`src/hdl/rau_pkg.sv`:
```
// ----------------------------------------------------------------------------
// rau_pkg: shared types and constants for the rational arithmetic unit
// Operation codes, word width, sequencer states and datapath control struct.
// ----------------------------------------------------------------------------
package rau_pkg;

    localparam int WORD_BITS = 32;
    localparam int EXP_BITS  = 32;
    localparam int CNT_BITS  = $clog2(WORD_BITS + 1);
    localparam int IN_BITS   = 4 * WORD_BITS + EXP_BITS;
    localparam int OUT_BITS  = 2 * WORD_BITS;

    typedef logic [WORD_BITS-1:0] word_t;

    typedef enum logic [3:0] {
        OP_ADD  = 4'd0,
        OP_SUB  = 4'd1,
        OP_MUL  = 4'd2,
        OP_DIV  = 4'd3,
        OP_POW  = 4'd4,
        OP_EQ   = 4'd5,
        OP_NE   = 4'd6,
        OP_LT   = 4'd7,
        OP_GT   = 4'd8,
        OP_LE   = 4'd9,
        OP_GE   = 4'd10,
        OP_SIMP = 4'd11
    } op_t;

    typedef enum logic [4:0] {
        ST_IDLE,
        ST_X1,      // an*bd  (or an*bn for mul)
        ST_X2,      // ad*bn
        ST_X3,      // ad*bd
        ST_CMB,     // combine cross products
        ST_PMUL,    // pow: acc *= base where bit set
        ST_PSQ,     // pow: base *= base
        ST_PNEXT,   // pow: switch to second part
        ST_SNORM,   // simplify: sign fixup
        ST_GDIV,    // gcd: x % y, one bit per cycle
        ST_GSTEP,   // gcd: rotate
        ST_QDIV,    // divide magnitude by gcd
        ST_QFIN,
        ST_DONE
    } state_t;

    // control from sequencer to the shared multiplier
    typedef struct packed {
        logic  go;
        word_t a;
        word_t b;
    } mul_req_t;

endpackage

```
`src/hdl/rational_arithmetic_unit.sv`:
```
// ----------------------------------------------------------------------------
// rational_arithmetic_unit: rational add/sub/mul/div/pow/compare/simplify
// Sequence from input transfer to m_axis_tvalid: add/sub/mul/div, compares and
// undefined codes pass X1, X2, X3, CMB; pow loops PMUL/PSQ once per bit of the
// exponent magnitude (at most 32 bits), for numerator and denominator parts;
// simplify runs one divider pass per Euclid step, then two quotient divisions;
// a gcd of zero goes from GSTEP straight to DONE. One item at a time:
// s_axis_tready is high only while idle, so it rises together with
// m_axis_tvalid; a finished result waits in DONE while the output is full.
// Reset (aresetn low, synchronous) returns the sequencer to idle, no result.
// ----------------------------------------------------------------------------
module rational_arithmetic_unit (
    input  logic                           aclk,
    input  logic                           aresetn,
    input  logic                           s_axis_tvalid,
    output logic                           s_axis_tready,
    // [31:0] a_num, [63:32] a_den, [95:64] b_num, [127:96] b_den,
    // [159:128] exponent
    input  logic [rau_pkg::IN_BITS-1:0]    s_axis_tdata,
    input  logic [3:0]                     s_axis_tuser,   // operation
    output logic                           m_axis_tvalid,
    input  logic                           m_axis_tready,
    // [31:0] res_num, [63:32] res_den
    output logic [rau_pkg::OUT_BITS-1:0]   m_axis_tdata,
    // [0] compare_true, [1] zero_gcd
    output logic [1:0]                     m_axis_tuser
);
    localparam int W  = rau_pkg::WORD_BITS;
    localparam int XB = 4 * rau_pkg::WORD_BITS;   // exponent field offset
    typedef logic [rau_pkg::EXP_BITS-1:0] exp_t;

    rau_pkg::state_t state_reg, state_next;
    rau_pkg::op_t    op_reg;
    rau_pkg::word_t  an_reg, ad_reg, bn_reg, bd_reg;
    exp_t            e_reg, e_next;      // remaining exponent bits
    exp_t            em_reg;             // exponent magnitude
    exp_t            exp_in;
    logic            neg_reg;            // exponent was negative
    rau_pkg::word_t  acc_reg, base_reg, lhs_reg, rhs_reg;
    rau_pkg::word_t  base_eff;            // base, or fresh square from the multiplier
    rau_pkg::word_t  rn_reg, rd_reg;      // result staging / pow part 1
    rau_pkg::word_t  gx_reg, gy_reg;      // gcd operands
    rau_pkg::word_t  sn_reg, sd_reg;      // sign-fixed pair
    logic            part_reg;            // pow: second fraction part
    logic            qsel_reg;            // simplify: quotient for den
    logic            sq_pend_reg;         // pow: square still in the multiplier
    logic            cmp_reg, zg_reg;
    logic            out_valid_reg;
    logic [rau_pkg::OUT_BITS-1:0] out_data_reg;
    logic [1:0]      out_user_reg;

    rau_pkg::mul_req_t mreq;
    rau_pkg::word_t    prod;
    logic              dv_start, dv_done;
    rau_pkg::word_t    dv_a, dv_b, dv_q, dv_r;
    logic              accept;
    logic              done_fire;

    rau_mul u_mul (.aclk(aclk), .req(mreq), .prod(prod));

    rau_divu u_div (
        .aclk(aclk), .aresetn(aresetn), .start(dv_start),
        .dividend(dv_a), .divisor(dv_b),
        .done(dv_done), .quot(dv_q), .rem(dv_r)
    );

    function automatic rau_pkg::word_t wabs(rau_pkg::word_t x);
        return x[W-1] ? rau_pkg::word_t'(-x) : x;
    endfunction

    function automatic logic slt(rau_pkg::word_t x, rau_pkg::word_t y);
        return $signed(x) < $signed(y);
    endfunction

    assign s_axis_tready = (state_reg == rau_pkg::ST_IDLE);
    assign m_axis_tvalid = out_valid_reg;
    assign m_axis_tdata  = out_data_reg;
    assign m_axis_tuser  = out_user_reg;

    assign accept    = s_axis_tvalid && s_axis_tready;
    // result register free now or emptied by this edge's output transfer
    assign done_fire = (state_reg == rau_pkg::ST_DONE) && (!out_valid_reg || m_axis_tready);
    assign exp_in    = s_axis_tdata[XB +: rau_pkg::EXP_BITS];
    // the square issued in PSQ lands in prod during the following PMUL
    assign base_eff  = sq_pend_reg ? prod : base_reg;

    // next-state
    always_comb begin
        state_next = state_reg;
        unique case (state_reg)
            rau_pkg::ST_IDLE: begin
                if (accept) begin
                    priority if (s_axis_tuser == rau_pkg::OP_POW)
                        state_next = rau_pkg::ST_PMUL;
                    else if (s_axis_tuser == rau_pkg::OP_SIMP)
                        state_next = rau_pkg::ST_SNORM;
                    else
                        state_next = rau_pkg::ST_X1;
                end
            end
            rau_pkg::ST_X1:  state_next = rau_pkg::ST_X2;
            rau_pkg::ST_X2:  state_next = rau_pkg::ST_X3;
            rau_pkg::ST_X3:  state_next = rau_pkg::ST_CMB;
            rau_pkg::ST_CMB: state_next = rau_pkg::ST_DONE;
            rau_pkg::ST_PMUL: begin
                if (e_reg == '0) state_next = part_reg ? rau_pkg::ST_DONE
                                                       : rau_pkg::ST_PNEXT;
                else state_next = rau_pkg::ST_PSQ;
            end
            rau_pkg::ST_PSQ:   state_next = rau_pkg::ST_PMUL;
            rau_pkg::ST_PNEXT: state_next = rau_pkg::ST_PMUL;
            rau_pkg::ST_SNORM: state_next = rau_pkg::ST_GSTEP;
            rau_pkg::ST_GSTEP: begin
                if (gy_reg == '0) state_next = (gx_reg == '0) ? rau_pkg::ST_DONE
                                                              : rau_pkg::ST_QDIV;
                else state_next = rau_pkg::ST_GDIV;
            end
            rau_pkg::ST_GDIV: if (dv_done) state_next = rau_pkg::ST_GSTEP;
            rau_pkg::ST_QDIV: state_next = rau_pkg::ST_QFIN;
            rau_pkg::ST_QFIN: begin
                if (dv_done) state_next = qsel_reg ? rau_pkg::ST_DONE
                                                   : rau_pkg::ST_QDIV;
            end
            rau_pkg::ST_DONE: state_next = done_fire ? rau_pkg::ST_IDLE : rau_pkg::ST_DONE;
            default:          state_next = rau_pkg::ST_IDLE;
        endcase
    end

    // shared unit requests
    always_comb begin
        mreq     = '{go: 1'b0, a: '0, b: '0};
        dv_start = 1'b0;
        dv_a     = '0;
        dv_b     = gx_reg;
        e_next   = e_reg;
        unique case (state_reg)
            rau_pkg::ST_X1: begin
                mreq.go = 1'b1;
                mreq.a  = an_reg;
                mreq.b  = (op_reg == rau_pkg::OP_MUL) ? bn_reg : bd_reg;
            end
            rau_pkg::ST_X2: begin
                mreq.go = 1'b1; mreq.a = ad_reg; mreq.b = bn_reg;
            end
            rau_pkg::ST_X3: begin
                mreq.go = 1'b1; mreq.a = ad_reg; mreq.b = bd_reg;
            end
            rau_pkg::ST_PMUL: begin
                mreq.go = (e_reg != '0); mreq.a = acc_reg;
                mreq.b  = e_reg[0] ? base_eff : rau_pkg::word_t'(1);
            end
            rau_pkg::ST_PSQ: begin
                mreq.go = 1'b1; mreq.a = base_reg; mreq.b = base_reg;
                e_next  = e_reg >> 1;
            end
            rau_pkg::ST_GSTEP: begin
                dv_start = (gy_reg != '0);
                dv_a     = gx_reg;
                dv_b     = gy_reg;
            end
            rau_pkg::ST_QDIV: begin
                dv_start = 1'b1;
                dv_a     = wabs(qsel_reg ? sd_reg : sn_reg);
                dv_b     = gx_reg;
            end
            default: ;
        endcase
    end

    // sequencer registers
    always_ff @(posedge aclk) begin
        if (!aresetn) begin
            state_reg     <= rau_pkg::ST_IDLE;
            out_valid_reg <= 1'b0;
        end else begin
            state_reg     <= state_next;
            out_valid_reg <= done_fire || (out_valid_reg && !m_axis_tready);
        end
    end

    // datapath registers
    always_ff @(posedge aclk) begin
        unique case (state_reg)
            rau_pkg::ST_IDLE: begin
                if (accept) begin
                    op_reg  <= rau_pkg::op_t'(s_axis_tuser);
                    an_reg  <= s_axis_tdata[W-1:0];
                    ad_reg  <= s_axis_tdata[2*W-1:W];
                    bn_reg  <= s_axis_tdata[3*W-1:2*W];
                    bd_reg  <= s_axis_tdata[4*W-1:3*W];
                    rn_reg  <= '0;
                    rd_reg  <= '0;
                    cmp_reg <= 1'b0;
                    zg_reg  <= 1'b0;
                    part_reg <= 1'b0;
                    qsel_reg <= 1'b0;
                    sq_pend_reg <= 1'b0;
                    acc_reg <= rau_pkg::word_t'(1);
                    neg_reg <= exp_in[rau_pkg::EXP_BITS-1];
                    if (exp_in[rau_pkg::EXP_BITS-1]) begin
                        em_reg   <= exp_t'(-exp_in);
                        e_reg    <= exp_t'(-exp_in);
                        base_reg <= s_axis_tdata[2*W-1:W];
                    end else begin
                        em_reg   <= exp_in;
                        e_reg    <= exp_in;
                        base_reg <= s_axis_tdata[W-1:0];
                    end
                end
            end
            rau_pkg::ST_X2: lhs_reg <= prod;
            rau_pkg::ST_X3: rhs_reg <= prod;
            rau_pkg::ST_CMB: begin
                unique case (op_reg)
                    rau_pkg::OP_ADD: begin rn_reg <= lhs_reg + rhs_reg; rd_reg <= prod; end
                    rau_pkg::OP_SUB: begin rn_reg <= lhs_reg - rhs_reg; rd_reg <= prod; end
                    rau_pkg::OP_MUL: begin rn_reg <= lhs_reg; rd_reg <= prod; end
                    rau_pkg::OP_DIV: begin rn_reg <= lhs_reg; rd_reg <= rhs_reg; end
                    rau_pkg::OP_EQ:  cmp_reg <= lhs_reg == rhs_reg;
                    rau_pkg::OP_NE:  cmp_reg <= lhs_reg != rhs_reg;
                    rau_pkg::OP_LT:  cmp_reg <= slt(lhs_reg, rhs_reg);
                    rau_pkg::OP_GT:  cmp_reg <= slt(rhs_reg, lhs_reg);
                    rau_pkg::OP_LE:  cmp_reg <= !slt(rhs_reg, lhs_reg);
                    rau_pkg::OP_GE:  cmp_reg <= !slt(lhs_reg, rhs_reg);
                    default: ;
                endcase
            end
            rau_pkg::ST_PMUL: begin
                base_reg    <= base_eff;
                sq_pend_reg <= 1'b0;
                if (e_reg == '0) begin
                    if (part_reg) rd_reg <= acc_reg;
                    else          rn_reg <= acc_reg;
                end
            end
            rau_pkg::ST_PSQ: begin
                acc_reg     <= prod;    // product issued in PMUL
                e_reg       <= e_next;
                sq_pend_reg <= 1'b1;
            end
            rau_pkg::ST_PNEXT: begin
                part_reg    <= 1'b1;
                acc_reg     <= rau_pkg::word_t'(1);
                e_reg       <= em_reg;
                base_reg    <= neg_reg ? an_reg : ad_reg;
                sq_pend_reg <= 1'b0;
            end
            rau_pkg::ST_SNORM: begin
                if (ad_reg[W-1]) begin
                    sn_reg <= rau_pkg::word_t'(-an_reg);
                    sd_reg <= rau_pkg::word_t'(-ad_reg);
                    gx_reg <= wabs(rau_pkg::word_t'(-an_reg));
                    gy_reg <= wabs(rau_pkg::word_t'(-ad_reg));
                end else begin
                    sn_reg <= an_reg;
                    sd_reg <= ad_reg;
                    gx_reg <= wabs(an_reg);
                    gy_reg <= wabs(ad_reg);
                end
            end
            rau_pkg::ST_GSTEP: begin
                if (gy_reg == '0 && gx_reg == '0) begin
                    rn_reg <= an_reg;
                    rd_reg <= ad_reg;
                    zg_reg <= 1'b1;
                end
            end
            rau_pkg::ST_GDIV: begin
                if (dv_done) begin
                    gx_reg <= gy_reg;
                    gy_reg <= dv_r;
                end
            end
            rau_pkg::ST_QFIN: begin
                if (dv_done) begin
                    if (qsel_reg)
                        rd_reg <= sd_reg[W-1] ? rau_pkg::word_t'(-dv_q) : dv_q;
                    else
                        rn_reg <= sn_reg[W-1] ? rau_pkg::word_t'(-dv_q) : dv_q;
                    qsel_reg <= 1'b1;
                end
            end
            rau_pkg::ST_DONE: begin
                if (done_fire) begin
                    out_data_reg <= {rd_reg, rn_reg};
                    out_user_reg <= {zg_reg, cmp_reg};
                end
            end
            default: ;
        endcase
    end

    // Assertions
    a_ready_idle: assert property (@(posedge aclk) disable iff (!aresetn)
        s_axis_tready |-> state_reg == rau_pkg::ST_IDLE)
        else $error("ready outside idle");
    a_one_result: assert property (@(posedge aclk) disable iff (!aresetn)
        state_reg == rau_pkg::ST_DONE |=> m_axis_tvalid)
        else $error("result lost");
    a_cmp_zero: assert property (@(posedge aclk) disable iff (!aresetn)
        (m_axis_tvalid && m_axis_tuser[0]) |-> m_axis_tdata == '0)
        else $error("compare result with nonzero fraction");
    a_hold: assert property (@(posedge aclk) disable iff (!aresetn)
        (m_axis_tvalid && !m_axis_tready) |=>
            (m_axis_tvalid && $stable(m_axis_tdata) && $stable(m_axis_tuser)))
        else $error("result changed while waiting");
endmodule

```
`src/hdl/rau_mul.sv`:
```
// ----------------------------------------------------------------------------
// rau_mul: shared wrapping word multiplier
// One registered product per request, modulo 2^WORD_BITS.
// ----------------------------------------------------------------------------
module rau_mul (
    input  logic               aclk,
    input  rau_pkg::mul_req_t  req,
    output rau_pkg::word_t     prod
);
    rau_pkg::word_t prod_reg;

    always_ff @(posedge aclk) begin
        if (req.go) begin
            prod_reg <= rau_pkg::word_t'(req.a * req.b);
        end
    end

    assign prod = prod_reg;
endmodule

```
`src/hdl/rau_divu.sv`:
```
// ----------------------------------------------------------------------------
// rau_divu: restoring unsigned divider, one quotient bit per cycle
// Gives quotient and remainder once all WORD_BITS quotient bits are done.
// ----------------------------------------------------------------------------
module rau_divu (
    input  logic           aclk,
    input  logic           aresetn,
    input  logic           start,
    input  rau_pkg::word_t dividend,
    input  rau_pkg::word_t divisor,
    output logic           done,
    output rau_pkg::word_t quot,
    output rau_pkg::word_t rem
);
    localparam int W = rau_pkg::WORD_BITS;

    rau_pkg::word_t q_reg, r_reg, d_reg;
    logic [rau_pkg::CNT_BITS-1:0] cnt_reg;
    logic busy_reg, done_reg;
    logic [W:0] trial;

    assign trial = {r_reg, q_reg[W-1]} - {1'b0, d_reg};

    always_ff @(posedge aclk) begin
        if (!aresetn) begin
            busy_reg <= 1'b0;
            done_reg <= 1'b0;
            cnt_reg  <= '0;
        end else begin
            done_reg <= 1'b0;
            if (start) begin
                busy_reg <= 1'b1;
                cnt_reg  <= rau_pkg::CNT_BITS'(W);
            end else if (busy_reg) begin
                cnt_reg <= cnt_reg - rau_pkg::CNT_BITS'(1);
                if (cnt_reg == rau_pkg::CNT_BITS'(1)) begin
                    busy_reg <= 1'b0;
                    done_reg <= 1'b1;
                end
            end
        end
    end

    always_ff @(posedge aclk) begin
        if (start) begin
            q_reg <= dividend;
            r_reg <= '0;
            d_reg <= divisor;
        end else if (busy_reg) begin
            if (!trial[W]) begin
                r_reg <= trial[W-1:0];
                q_reg <= {q_reg[W-2:0], 1'b1};
            end else begin
                r_reg <= {r_reg[W-2:0], q_reg[W-1]};
                q_reg <= {q_reg[W-2:0], 1'b0};
            end
        end
    end

    assign done = done_reg;
    assign quot = q_reg;
    assign rem  = r_reg;
endmodule

```
`config.mk`:
```
export PLATFORM = sky130hd
export DESIGN_NAME = rational_arithmetic_unit
export DESIGN_NICKNAME = d
export VERILOG_FILES = /design/src/hdl/rau_pkg.sv /design/src/hdl/rational_arithmetic_unit.sv /design/src/hdl/rau_mul.sv /design/src/hdl/rau_divu.sv
export SDC_FILE = /design/constraint.sdc
export NUM_CORES = 2
export LEC_CHECK = 0
export BUFFER_PORTS_ARGS = -buffer_cell sky130_fd_sc_hd__buf_4
export CORE_MARGIN = 5
export CORE_UTILIZATION = 58
export CTS_CLUSTER_SIZE = 28
export DETAILED_ROUTE_END_ITERATION = 10
export GPL_TIMING_DRIVEN = 0
export PLACE_DENSITY = 0.76
export SYNTH_ARGS = -nofsm -noshare
export SYNTH_HDL_FRONTEND = slang
export SYNTH_SLANG_ARGS = --single-unit
```
`constraint.sdc`:
```
create_clock -name aclk -period 16.6 [get_ports aclk]
set_clock_uncertainty 0.05 [all_clocks]
set_input_delay 3.32 -clock aclk [delete_from_list [all_inputs] [get_ports aclk]]
set_output_delay 3.32 -clock aclk [all_outputs]
set_load 0.05 [all_outputs]
```
-- Word-level counts from Yosys, hierarchy flattened
Cells that the tools add are included.
- flip-flop bits (word level): 730
- bits in latches: 0
- memory bits (writable): 0
- ROM bits: 0
- output and inout port bits: 68
- logic and storage cells: 214
- memories kept: 0
- add/sub/neg operators: 11
- multiply operators: 1
- divide/modulo/power cells: 0
- $lt $le $gt $ge: 2
- eq/ne operators: 39
- shift operators: 0
- mux-type cells: 77
- bitwise gates (word level): 2
- reduce and logical (&&, ||, !) cells: 46
- operators with widths (operator ; number):
    $mux W32 ; 36
    $pmux W32 S3 ; 4
    $pmux W65 S5 ; 1
    $pmux W32 S5 ; 2
    $pmux W32 S2 ; 4
    $neg A32 Y32 ; 7
    $logic_not A32 Y1 ; 3
    $pmux W5 S13 ; 1
    $lt A32 B32 Y1 ; 2
    $reduce_bool A32 Y1 ; 2
    $sub A33 B32 Y33 ; 1
    $add A32 B32 Y32 ; 1
    $eq A32 B32 Y1 ; 1
    $mul A32 B32 Y32 ; 1
    $ne A32 B32 Y1 ; 1
    $sub A32 B32 Y32 ; 1
    $mux W31 ; 1
    $eq A5 B4 Y1 const B ; 6
    $eq A5 B3 Y1 const B ; 4
    $mux W4 ; 5
    $eq A4 B3 Y1 const B ; 4
    $eq A4 B4 Y1 const B ; 4
    $reduce_and A8 Y1 ; 2
    $mux W5 ; 3
    30 further kinds ; 81

-- Logic depth before layout (Yosys ltp)
- word-level depth: 5
- depth in mapped cells: 38
- gate-level depth less buffers: 33

-- Cells and area by module
Synthesis repeated with hierarchy kept, for this count alone.
- cells, all modules: 6013
- area, all modules: 59701.0 sq um
- modules (own cells, without submodules) (module ; times used ; cells each ; area each (sq um) ; seq. area each (sq um)):
    rational_arithmetic_unit ; 1 ; 3622 ; 36911.7 ; 17757.0
    rau_mul ; 1 ; 1800 ; 16768.6 ; 960.9
    rau_divu ; 1 ; 591 ; 6020.8 ; 2722.6

-- Worst setup path after synthesis
Ideal clock, no wire load.
- path kind: reg-to-reg
- start: register state_reg[3]
- end: register u_mul.prod_reg[30] (netlist: u_mul.prod[30]) (data pin)
- library setup time: 0.257 ns
- data arrival time: 9.683 ns
- data required time: 16.293 ns
- slack: 6.610 ns
- stages on the path, launching flop included: 34
- path buffers: 5
- path through: dfxtp_1 -> or2_2 -> nor2_1 -> a31o_2 -> buf_2 -> buf_2 -> buf_1 -> clkbuf_1 -> a221oi_1 -> clkbuf_1 -> nor2_1 -> fa_1 -> fa_1 -> inv_1 -> fa_1 -> inv_1 -> fa_1 -> ha_1 -> ha_1 -> inv_1 -> fa_1 -> fa_1 -> inv_1 -> ha_1 -> nor3_1 -> a21boi_0 -> o21ai_0 -> a2111oi_0 -> o21ai_0 -> nand2_1 -> o21ai_0 -> or4_1 -> o311a_1 -> xor2_1
- cells in the longest elaborated chain, start to end: 3
- elaborated cells between the ends (all ways): 7
- those cells by class: 1 x mul; 5 x eq/ne; 1 x mux
- RTL lines (item ; RTL line ; text):
    start, declared ; rational_arithmetic_unit.sv:32 ; rau_pkg::state_t state_reg, state_next;
    start signal, assigned ; rational_arithmetic_unit.sv:173 ; state_reg <= rau_pkg::ST_IDLE;
    start signal, assigned ; rational_arithmetic_unit.sv:176 ; state_reg <= state_next;
    $eq A5 B3 Y1, or another cell as far along ; rational_arithmetic_unit.sv:136 ; unique case (state_reg)
    $pmux W65 S5 * ; rational_arithmetic_unit.sv:136 ;
    $mul A32 B32 Y32 * ; rau_mul.sv:14 ; prod_reg <= rau_pkg::word_t'(req.a * req.b);
    end signal, assigned ; rau_mul.sv:14 ;
    end, declared ; rau_mul.sv:10 ; rau_pkg::word_t prod_reg;
Mark *: on every way between the ends. The rest lies on a longest branch, timed or not.
A chain may end at the register's enable or synchronous reset.

-- Worst setup path after layout
- start: register state_reg[2]
- end: register u_mul.prod_reg[30] (netlist: u_mul.prod[30]) (data pin)
Same word-level chain as after synthesis.

==> impl_results.rst <==
.. list-table::
   :header-rows: 1

   * - Metric
     - Value
   * - All-layer global routing usage
     - 0.452
   * - Number of different library cells in the post-synthesis netlist
     - 96
   * - Shortest clock period the worst path allows after layout
     - 12.54 ns
   * - Total clock sinks
     - 729
   * - Skew-Pair Late Insertion Delay
     - 0.71 ns
   * - Launching instance or port of the critical path
     - state_reg[2]
   * - Effective utilization at floorplan
     - 0.582
   * - Switching share of power
     - 0.512
   * - Height of the die
     - 326 um
   * - Reported max-cap violation count
     - 1
   * - Final setup viols
     - 0
   * - Number of max-slew violations in the final report
     - 11
   * - Critical Setup Path Class
     - reg2reg
   * - Placed wire-length estimate
     - 193000 um
   * - Worst-margin pin slew
     - 1.51 ns
   * - Final worst-path cycle share
     - 0.755
   * - Violated checks
     - DRC, capacitance limit, slew limit
   * - Relative contribution of the clock network to total power
     - 0.135
   * - Pin count of the biggest net entering global routing
     - 106
   * - Netlist area before placement
     - 0.0580 mm2
   * - RSZ-0062 raised after global routing
     - no
   * - Core area
     - 0.0997 mm2
   * - Number of gates given a new drive strength after cts
     - 0
   * - I/O pin count
     - 236
   * - Delay contributed by the slowest stage of the critical path
     - 0.94 ns
   * - Starting DRC count in detailed routing
     - 8395
   * - Required @ worst endpoint
     - 16.99 ns
   * - Number of routed nets with antenna violations
     - 0
   * - Die area
     - 0.106 mm2
   * - Count of flip-flops with a built-in enable after synthesis
     - 684
   * - Main flop type after synthesis
     - edfxtp_1
   * - Initial antenna violation count
     - 22
   * - TritonCTS clock tree
     - yes
   * - Num CTS Buffers
     - 82
   * - Run status
     - finished with violations
   * - Power density over the cells
     - 215 mW/mm2
   * - Wire length of the first global-routing pass
     - 345000 um
   * - Kind of capture point of the worst setup path
     - flop
   * - Summed negative setup slack over all endpoints
     - 0 ns
   * - Net Count, Synth
     - 6719
   * - Switching power
     - 7.13 mW
   * - Number of optimization iterations in the first detailed-route pass
     - 11
   * - Clock-pin slew of the registers on the worst-case setup and hold paths
     - 0.08 ns
   * - Yosys warns
     - 0
   * - Max Freq
     - 79.8 MHz
   * - RR Endpoint
     - u_mul.prod[30]
   * - Std cell rows
     - 116
   * - Type of the most critical hold path
     - reg2reg
   * - Post-synthesis to final-layout area growth
     - 11.5%
   * - Cells after Synth
     - 5882
   * - Drt via density
     - 6.71
   * - Share of synthesized area occupied by flip-flops and latches
     - 0.370
   * - Placed cells
     - 7442
   * - Clk Tree Root Cell
     - clkbuf_16
   * - PortBufs
     - 235
   * - Gate power share
     - 0.612
   * - Number of cells on the worst reg-to-reg path
     - 38
   * - Overall via count from detail_route
     - 51027
   * - Area of all placed cells without fillers
     - 0.0647 mm2
   * - Slew margin rel.
     - -0.00918
   * - Buffers inserted by post-CTS timing repair
     - 0
   * - Reg2reg start
     - state_reg[2]
   * - Pint
     - 6.80 mW
   * - Post-route DRC
     - 5
   * - Flop2flop setup slack
     - 4.06 ns
   * - Data arrival at the endpoint of the critical path
     - 12.93 ns
   * - Net count of the finished layout
     - 7067
   * - Remaining global-route overflow
     - 0
   * - Critical-path top delay cell
     - a221oi_1
   * - Largest fanout on the critical path
     - 25
   * - Share of total power in sequential cells
     - 0.254
   * - Via count of the first global-routing pass
     - 48503
   * - Width of the chip
     - 326 um
   * - Avg Cell Area, Syn
     - 9.86 um2
   * - Hold Path Cell Cnt
     - 0
   * - Detailed-route wire length
     - 246000 um
   * - Max clock buf depth
     - 3
   * - Max H-tree Level
     - 3
   * - Proportion of synthesized flip-flops having asynchronous set or reset
     - 0
   * - Cell area after placement
     - 0.0619 mm2
   * - Hold buffer count at CTS
     - 0
   * - Setup crit start kind
     - flop
   * - Static leakage
     - 25.7 nW
   * - Wire per inst
     - 32.3 um
   * - Share of cells above drive strength 1
     - 0.0900
   * - CP endpoint
     - u_mul.prod[30]
   * - Final hold viol count
     - 0
   * - Placer's final routability congestion estimate
     - 1.12
   * - Number of standard cells in the layout, taps in and fillers out
     - 7609
   * - Flip-flop count of the largest register, all copies and words added
     - 64
   * - Maximum resistive drop on vdd
     - 0.000422 V
   * - Number of synthesized register bits
     - 729
## cells in the mapped netlist (all sizes together), types with 23 or more instances
cell,n,share of area
o21bai,25,0.0032
ha,258,0.056
xor2,135,0.020
a221o,38,0.0066
or4,24,0.0032
and2,46,0.0050
nor2b,33,0.0036
a22o,28,0.0042
and4,23,0.0035
nand2b,53,0.0057
a31oi,36,0.0039
a211oi,31,0.0040
or3,38,0.0043
mux2,96,0.019
and3,24,0.0027
o31ai,33,0.0043
a222oi,58,0.010
a221oi,40,0.0063
dfxtp,45,0.016
nor4,41,0.0048
nand2,753,0.049
nand3,67,0.0059
nor2,484,0.031
mux2i,111,0.019
clkbuf,302,0.020
fa,411,0.14
nand4,41,0.0044
a21o,59,0.0076
a21oi,230,0.020
o221ai,43,0.0065
xnor2,266,0.040
buf,58,0.0044
nor3,80,0.0070
edfxtp,684,0.35
a22oi,95,0.012
o21ai,291,0.025
inv,612,0.040
## per-layer routing
layer  vias to the layer above  share of wire  GRT usage
li1                      21155              -          -
met1                     24689           0.35      0.566
met2                      4131           0.42      0.666
met3                      1038           0.14      0.143
met4                        14          0.095      0.318
met5                         -        0.00037          0
## cell type report
| cell class | instances | area, um2 |
|---|---|---|
| fill | 8246 | 35000 |
| multi-input combinational | 4177 | 33000 |
| sequential | 729 | 21400 |
| inverter | 616 | 2320 |
| clock buffer | 97 | 2160 |
| timing repair buffer | 264 | 2160 |
| tap | 1298 | 1620 |
| buffer | 360 | 1390 |
| clock inverter | 55 | 546 |
| antenna | 13 | 32.5 |
## stage by stage
stage / util / hold WS, ns / power (mW) / worst slack (ns)
final: 0.649 / 0.361 / 13.9 / 4.06
after global routing: 0.648 / 0.374 / 14.5 / 3.72
after CTS: 0.648 / 0.366 / 13.6 / 4.34
after detailed placement: 0.621 / 0.355 / 11.6 / 4.37
after global placement: 0.616 / 0.351 / 11.5 / 2.94
after floorplan: - / 0.350 / 8.37 / 6.61
## critical path, delay by kind of cell (launching register included)
family / cells / cell delay (ns)
XOR/XNOR: 1 / 0.15
AND/OR/NAND/NOR: 6 / 1.80
flip-flops: 1 / 0.37
adder cells (fa/ha/maj): 9 / 3.96
AO/OA/AOI/OAI: 9 / 3.35
buffers and inverters: 13 / 2.55
## cells by family (layout without fill, tap and decap cells)
| family | count (synthesis) | after routing | synth area share |
|---|---|---|---|
| mux | 207 | 207 | 0.0378 |
| xor+xnor | 402 | 402 | 0.0609 |
| compound gates | 1147 | 1147 | 0.134 |
| buf+inv | 976 | 1392 | 0.0638 |
| fa+ha+maj | 669 | 669 | 0.198 |
| simple gates | 1752 | 1752 | 0.136 |
| flops | 729 | 729 | 0.370 |
| other cells | 0 | 13 | 0 |
## layout by cell type, fill, tap and decap left out, types with 58 or more instances in the layout
cell | Yosys | layout
nor2_1 | 482 | 477
inv_1 | 611 | 610
a22oi_1 | 94 | 94
buf_4 | 1 | 243
a21o_1 | 59 | 59
nand2_1 | 753 | 751
a21oi_1 | 230 | 229
a222oi_1 | 58 | 58
xnor2_1 | 266 | 266
clkbuf_16 | 0 | 84
ha_1 | 258 | 258
nand3_1 | 66 | 66
fa_1 | 411 | 411
nor3_1 | 79 | 79
xor2_1 | 135 | 135
o21ai_0 | 286 | 286
mux2_2 | 96 | 96
edfxtp_1 | 684 | 684
mux2i_1 | 111 | 111
clkbuf_1 | 302 | 313
## worst min-delay path by stage
stage	to	slack, ns	start
6_report	m_axis_tdata[3]	0.36	rn_reg[3]
5_1_grt	m_axis_tdata[27]	0.37	rn_reg[27]
4_1_cts	m_axis_tdata[3]	0.37	rn_reg[3]
3_5_place_dp	m_axis_tdata[16]	0.35	rn_reg[16]
3_3_place_gp	m_axis_tdata[23]	0.35	rn_reg[23]
2_1_floorplan	m_axis_tdata[0]	0.35	rn_reg[0]
## power groups by stage
stage	clock, mW	sequential, mW	combinational [mW]
after floorplan	0	3.16	5.20
after global placement	0	3.55	7.92
after detailed placement	0	3.50	8.14
after CTS	1.86	3.46	8.24
after global routing	1.95	3.52	9.01
final	1.87	3.54	8.52
Power figures use the tool's default switching activity.
